<file path="config.mk">
export PLATFORM = sky130hd
export DESIGN_NAME = adc_sample_group_packer
export DESIGN_NICKNAME = d
export VERILOG_FILES = /design/src/hdl/asgp_pkg.sv /design/src/hdl/asgp_group_buf.sv /design/src/hdl/asgp_ctrl.sv /design/src/hdl/adc_sample_group_packer.sv
export SDC_FILE = /design/constraint.sdc
export NUM_CORES = 1
export LEC_CHECK = 0
export ABC_AREA = 1
export BUFFER_PORTS_ARGS = -buffer_cell sky130_fd_sc_hd__buf_2
export CAP_MARGIN = 40
export CORE_UTILIZATION = 64
export CTS_BUF_LIST = sky130_fd_sc_hd__clkbuf_2 sky130_fd_sc_hd__clkbuf_4 sky130_fd_sc_hd__clkbuf_8
export DETAILED_ROUTE_END_ITERATION = 10
export PLACE_DENSITY = 0.94
export SYNTH_ARGS = -nofsm -noshare
export SYNTH_HDL_FRONTEND = slang
export SYNTH_SLANG_ARGS = --single-unit
</file>
<file path="constraint.sdc">
create_clock -name clk_i -period 3.05 [get_ports clk_i]
set_input_delay 0.1525 -clock clk_i [delete_from_list [all_inputs] [get_ports clk_i]]
set_output_delay 0.1525 -clock clk_i [all_outputs]
set_load 0.05 [all_outputs]
</file>
<file path="src/hdl/asgp_pkg.sv">
// Package for the ADC sample group packer: sizes, sequencer states and
// the control struct passed from the sequencer to the group buffer.
// No dependencies.
package asgp_pkg;

  localparam int GROUP_SIZE = 4;
  localparam int SMP_W      = 10;
  localparam int BYTE_W     = 8;
  localparam int LSB_W      = SMP_W - BYTE_W;
  localparam int HDR_W      = LSB_W * GROUP_SIZE;
  localparam int PLACE_W    = $clog2(GROUP_SIZE);
  localparam int FILL_W     = $clog2(GROUP_SIZE + 1);

  localparam logic [FILL_W-1:0] GROUP_CNT = FILL_W'(GROUP_SIZE);

  typedef enum logic [1:0] {
    ST_COLLECT,
    ST_HDR,
    ST_MSB
  } state_e;

  typedef struct packed {
    logic               load;
    logic               clear;
    logic [PLACE_W-1:0] rd_idx;
  } buf_ctrl_t;

endpackage

</file>
<file path="src/hdl/asgp_group_buf.sv">
// Group buffer: header low-bit pairs, MSB bytes and fill count of the
// open group, with the header pairs merged through one shift-and-OR unit.
// Depends on asgp_pkg.
module asgp_group_buf (
  input  logic                            clk_i,
  input  logic                            rst_ni,
  input  asgp_pkg::buf_ctrl_t             ctrl_i,
  input  logic [asgp_pkg::SMP_W-1:0]      sample_i,
  output logic [asgp_pkg::HDR_W-1:0]      header_o,
  output logic [asgp_pkg::BYTE_W-1:0]     rd_byte_o,
  output logic [asgp_pkg::FILL_W-1:0]     fill_o
);

  logic [asgp_pkg::HDR_W-1:0]  header_q, header_d;
  logic [asgp_pkg::FILL_W-1:0] fill_q, fill_d;
  logic [asgp_pkg::BYTE_W-1:0] high_q [asgp_pkg::GROUP_SIZE];
  logic [asgp_pkg::PLACE_W-1:0] place;
  logic [asgp_pkg::HDR_W-1:0]  shifted;

  assign place   = fill_q[asgp_pkg::PLACE_W-1:0];
  assign shifted = asgp_pkg::HDR_W'(sample_i[asgp_pkg::LSB_W-1:0])
                   << (place * asgp_pkg::LSB_W);

  always_comb begin
    header_d = header_q;
    fill_d   = fill_q;
    if (ctrl_i.clear) begin
      header_d = '0;
      fill_d   = '0;
    end else if (ctrl_i.load) begin
      header_d = header_q | shifted;
      fill_d   = fill_q + 1'b1;
    end
  end

  always_ff @(posedge clk_i or negedge rst_ni) begin
    if (!rst_ni) begin
      header_q <= '0;
      fill_q   <= '0;
    end else begin
      header_q <= header_d;
      fill_q   <= fill_d;
    end
  end

  always_ff @(posedge clk_i) begin
    if (ctrl_i.load && !ctrl_i.clear) begin
      high_q[place] <= sample_i[asgp_pkg::SMP_W-1:asgp_pkg::LSB_W];
    end
  end

  assign header_o  = header_q;
  assign rd_byte_o = high_q[ctrl_i.rd_idx];
  assign fill_o    = fill_q;

endmodule

</file>
<file path="src/hdl/asgp_ctrl.sv">
// Sequencer: accepts samples while collecting, then walks the header and
// MSB bytes of a finished group out through the output channel.
// Depends on asgp_pkg.
module asgp_ctrl (
  input  logic                            clk_i,
  input  logic                            rst_ni,
  input  logic                            in_valid_i,
  output logic                            in_stall_o,
  input  logic                            scan_end_i,
  input  logic [asgp_pkg::FILL_W-1:0]     fill_i,
  input  logic [asgp_pkg::HDR_W-1:0]      header_i,
  input  logic [asgp_pkg::BYTE_W-1:0]     rd_byte_i,
  output asgp_pkg::buf_ctrl_t             ctrl_o,
  output logic                            out_valid_o,
  input  logic                            out_stall_i,
  output logic [asgp_pkg::BYTE_W-1:0]     out_byte_o,
  output logic                            is_header_o,
  output logic                            msg_last_o
);

  asgp_pkg::state_e            state_q, state_d;
  logic [asgp_pkg::FILL_W-1:0] idx_q, idx_d, idx_nxt;
  logic                        end_q, end_d;
  logic                        in_acc;
  logic                        last_msb;

  assign idx_nxt  = idx_q + 1'b1;
  assign last_msb = (idx_nxt == fill_i);
  assign in_acc   = in_valid_i && (state_q == asgp_pkg::ST_COLLECT);

  always_ff @(posedge clk_i or negedge rst_ni) begin
    if (!rst_ni) begin
      state_q <= asgp_pkg::ST_COLLECT;
      idx_q   <= '0;
      end_q   <= 1'b0;
    end else begin
      state_q <= state_d;
      idx_q   <= idx_d;
      end_q   <= end_d;
    end
  end

  always_comb begin
    state_d       = state_q;
    idx_d         = idx_q;
    end_d         = end_q;
    ctrl_o.load   = 1'b0;
    ctrl_o.clear  = 1'b0;
    ctrl_o.rd_idx = idx_q[asgp_pkg::PLACE_W-1:0];
    in_stall_o    = 1'b1;
    out_valid_o   = 1'b0;
    out_byte_o    = rd_byte_i;
    is_header_o   = 1'b0;
    msg_last_o    = 1'b0;
    unique case (state_q)
      asgp_pkg::ST_COLLECT: begin
        in_stall_o = 1'b0;
        if (in_acc) begin
          ctrl_o.load = 1'b1;
          if ((fill_i + 1'b1 == asgp_pkg::GROUP_CNT) || scan_end_i) begin
            state_d = asgp_pkg::ST_HDR;
            end_d   = scan_end_i;
          end
        end
      end
      asgp_pkg::ST_HDR: begin
        out_valid_o = 1'b1;
        out_byte_o  = header_i;
        is_header_o = 1'b1;
        if (!out_stall_i) begin
          state_d = asgp_pkg::ST_MSB;
          idx_d   = '0;
        end
      end
      asgp_pkg::ST_MSB: begin
        out_valid_o = 1'b1;
        msg_last_o  = end_q && last_msb;
        if (!out_stall_i) begin
          if (last_msb) begin
            ctrl_o.clear = 1'b1;
            state_d      = asgp_pkg::ST_COLLECT;
            idx_d        = '0;
          end else begin
            idx_d = idx_nxt;
          end
        end
      end
      default: begin
        state_d = asgp_pkg::ST_COLLECT;
      end
    endcase
  end

`ifndef SYNTH
  a_hdr_nonempty: assert property (@(posedge clk_i) disable iff (!rst_ni)
    (state_q == asgp_pkg::ST_HDR) |-> (fill_i != '0))
    else $error("header state with empty group");
  a_idx_range: assert property (@(posedge clk_i) disable iff (!rst_ni)
    (state_q == asgp_pkg::ST_MSB) |-> (idx_q < fill_i))
    else $error("MSB index beyond group fill");
  a_collect_fill: assert property (@(posedge clk_i) disable iff (!rst_ni)
    (state_q == asgp_pkg::ST_COLLECT) |-> (fill_i < asgp_pkg::GROUP_CNT))
    else $error("full group left in collect state");
  a_drain_clears: assert property (@(posedge clk_i) disable iff (!rst_ni)
    (state_q == asgp_pkg::ST_MSB && !out_stall_i && last_msb)
    |=> (state_q == asgp_pkg::ST_COLLECT && fill_i == '0))
    else $error("group not cleared after last byte");
  a_last_not_hdr: assert property (@(posedge clk_i) disable iff (!rst_ni)
    (out_valid_o && msg_last_o) |-> !is_header_o)
    else $error("message end flagged on a header");
`endif

endmodule

</file>
<file path="src/hdl/adc_sample_group_packer.sv">
// ADC sample group packer: one sample item per cycle while collecting; a
// full group or scan end is then sent as a header and n MSB bytes through
// the single output byte sequencer, during which input is stalled.
// Reset (rst_ni, asynchronous, active low) clears fill, header and state.
// Depends on asgp_pkg, asgp_group_buf and asgp_ctrl.
module adc_sample_group_packer (
  input  logic                         clk_i,
  input  logic                         rst_ni,
  input  logic                         in_valid_i,
  output logic                         in_stall_o,
  input  logic [asgp_pkg::SMP_W-1:0]   sample_i,
  input  logic                         scan_end_i,
  output logic                         out_valid_o,
  input  logic                         out_stall_i,
  output logic [asgp_pkg::BYTE_W-1:0]  out_byte_o,
  output logic                         is_header_o,
  output logic                         msg_last_o
);

  asgp_pkg::buf_ctrl_t          ctrl;
  logic [asgp_pkg::HDR_W-1:0]   header;
  logic [asgp_pkg::BYTE_W-1:0]  rd_byte;
  logic [asgp_pkg::FILL_W-1:0]  fill;

  asgp_group_buf u_buf (
    .clk_i     (clk_i),
    .rst_ni    (rst_ni),
    .ctrl_i    (ctrl),
    .sample_i  (sample_i),
    .header_o  (header),
    .rd_byte_o (rd_byte),
    .fill_o    (fill)
  );

  asgp_ctrl u_ctrl (
    .clk_i       (clk_i),
    .rst_ni      (rst_ni),
    .in_valid_i  (in_valid_i),
    .in_stall_o  (in_stall_o),
    .scan_end_i  (scan_end_i),
    .fill_i      (fill),
    .header_i    (header),
    .rd_byte_i   (rd_byte),
    .ctrl_o      (ctrl),
    .out_valid_o (out_valid_o),
    .out_stall_i (out_stall_i),
    .out_byte_o  (out_byte_o),
    .is_header_o (is_header_o),
    .msg_last_o  (msg_last_o)
  );

endmodule
</file>
==> impl_metrics.json <==
{
  "vias": 1804,
  "dp_hpwl_um": 3650,
  "worstMarginPinSlew_ns": 0.652,
  "setup_violations": 0,
  "crit_chain": "ha_1, inv_1, nand2_1, nand2_2, nor2_4, nand3_4, nand2_1, nor2_1",
  "synth_ff_type": "edfxtp_1",
  "cp_top_family": "simple AND/OR/NAND/NOR gates",
  "final_cells": 317,
  "ys_seq_area_frac": 0.587,
  "crit_start": "u_ctrl.idx_q[0]",
  "port_buffers": 26,
  "cpPeakStageDelay_ns": 0.77,
  "dr.pass1.iters": 4,
  "cts_buffers": 5,
  "min_period_over_period": 0.857,
  "cts_buffer_depth": 2,
  "gp_congestion": 0.855,
  "syn_nets": 269,
  "chipHeight_um": 62.8,
  "core_area_um2": 3440,
  "synth_cell_types": 23,
  "pin_count": 27,
  "finalClockSkew_ns": 0.0120,
  "grt_pass1_wl_um": 8100,
  "cp.arrival_ns": 2.55,
  "reg2reg_from": "u_ctrl.idx_q[0]",
  "hp-class": "in -> reg",
  "synth_area_leaders": "edfxtp_1 41%, dfrtp_1 18%, o21ai_0 7.6%",
  "grt_antenna_before_repair": 0,
  "drv_cap": 0,
  "cts-resized-gates": 0,
  "synthMostInstantiatedCell": "nand2_1",
  "post-route-cell-area_um2": 2610,
  "antenna_cells": 0,
  "relSlewSlack": 0.564,
  "clkLatencyLatePin_ns": 0.31,
  "areaGrowthSynthToFinish_pct": 10.3,
  "place_area_um2": 2500,
  "final_util": 0.757,
  "grt_pass1_vias": 1736,
  "status": "finished, final reports clean",
  "rows": 21,
  "async_reset_ff_frac": 0.347,
  "cts.sink_count": 49,
  "maxSlewViolCount": 0,
  "rsz0062_at_grt": "false",
  "grt_max_degree": 20,
  "startpoint_type": "flip-flop",
  "synth_edf_count": 32,
  "synthCells": 243,
  "tns_ns": 0,
  "synth_top_area_frac": 0.407,
  "drive_gt1_frac": 0.173,
  "synth_common_cells": "43 x nand2_1, 36 x o21ai_0, 32 x edfxtp_1",
  "dp.cells": 308,
  "grt_util_all_layers": 0.282,
  "critPathBufInv": 1,
  "drt-total-wl_um": 4960,
  "synth_area_per_cell_um2": 9.73,
  "fp.dieW_um": 62.8,
  "htree_levels": 2,
  "post-synth-top-area-cell": "edfxtp_1",
  "crit_type": "reg -> reg",
  "fill_cells": 240,
  "hp-start": "scan_end_i",
  "initialDrtViolationCount": 151,
  "ant_nets": 0,
  "yosys_warnings": 0,
  "finalHoldViolations": 0,
  "drt-vias-per-instance": 5.69,
  "cp-end-kind": "flip-flop",
  "drc": 0,
  "crit_required_ns": 2.99,
  "crit_slowest_cell": "dfrtp_1",
  "cts.clk_slew.worst_paths_ns": 0.09,
  "synth-seq-cells": 49,
  "worstPathMaxFanout": 19,
  "syn_area_um2": 2360,
  "overflow": 0,
  "wl_per_cell_um": 15.6,
  "finalCriticalPeriod_ns": 2.61,
  "cts_tree": "yes",
  "cts-root-buf": "clkbuf_8",
  "max_freq_ghz": 0.383,
  "design.die.area_um2": 3940,
  "crit_path_frequent_cell": "nand2_1",
  "initial_core_util": 0.687,
  "nNetsFinal": 296
}
-- timing repair --
item                      in CTS  in global routing
setup buffers                  0                  0
hold endpoints to repair      17                  0
hold buffers                   1                  0
-- registers in the layout, summed over array words and instances (netlist names) --
register and count:
u_ctrl.end_q 1, u_buf.fill_o 3, u_buf.high_q 32, u_ctrl.state_q 2
u_buf.header_o 8, u_ctrl.idx_q 3
-- final cells by class --
class	instances	area [um2]	share of cell area
Multi-Input combinational cell	153	798	0.306
Clock inverter	3	22.5	0.00864
Sequential cell	49	1390	0.532
Clock buffer	5	68.8	0.0264
Inverter	34	133	0.0509
Tap cell	46	57.6	0.0221
Timing Repair Buffer	27	140	0.0538
-- tightest hold or removal path, delay by kind of cell --
| family | cells | cell delay, ns |
|---|---|---|
| buffers and inverters | 1 | 0.08 |
| AND/OR/NAND/NOR | 2 | 0.10 |
-- per-stage QoR --
stage          hold slack [ns]  setup slack, ns
6_report                0.0545            0.436
5_1_grt                 0.0635            0.263
4_1_cts                 0.0559            0.483
3_5_place_dp             0.100            0.527
3_3_place_gp            0.0907            0.638
2_1_floorplan           -0.143            0.379
-- cell families after synthesis --
group | share of synthesized area
flip-flops | 0.587
AO/OA/AOI/OAI | 0.101
buffers and inverters | 0.0757
AND/OR/NAND/NOR | 0.178
adder cells (fa/ha/maj) | 0.0582
-- metal layers --
metal  GRT usage  wire length [um]
met1       0.377              1980
met3      0.0456               428
met5           0                 0
met2       0.457              2470
met4       0.125                79
-- final timing paths --
path	endpoint	slack [ns]	depth (start not counted)
setup / recovery	u_buf.high_q[2][1]	0.44	8
hold / removal	u_ctrl.end_q	0.05	3
setup reg to reg	u_buf.high_q[2][1]	0.44	8
hold reg to reg	u_ctrl.state_q[1]	0.53	2
max in group asynchronous	u_buf.header_o[3]	2.46	2
min in group asynchronous	u_ctrl.state_q[1]	0.29	2
-- placed cells by master (no fill, tap or decap), types with 2 or more instances in the layout --
cell	count
clkbuf_8	5
nand3_1	12
buf_2	26
nor2_4	2
o21ai_0	36
ha_1	11
dfrtp_1	17
clkinv_4	2
o21ai_1	7
inv_2	2
nor2_1	29
edfxtp_1	32
nand2_2	6
inv_1	31
a21oi_1	2
nand2_1	43
Power is not shown: default switching activity piles up to over one toggle a cycle in this logic, so the estimate is an artifact.
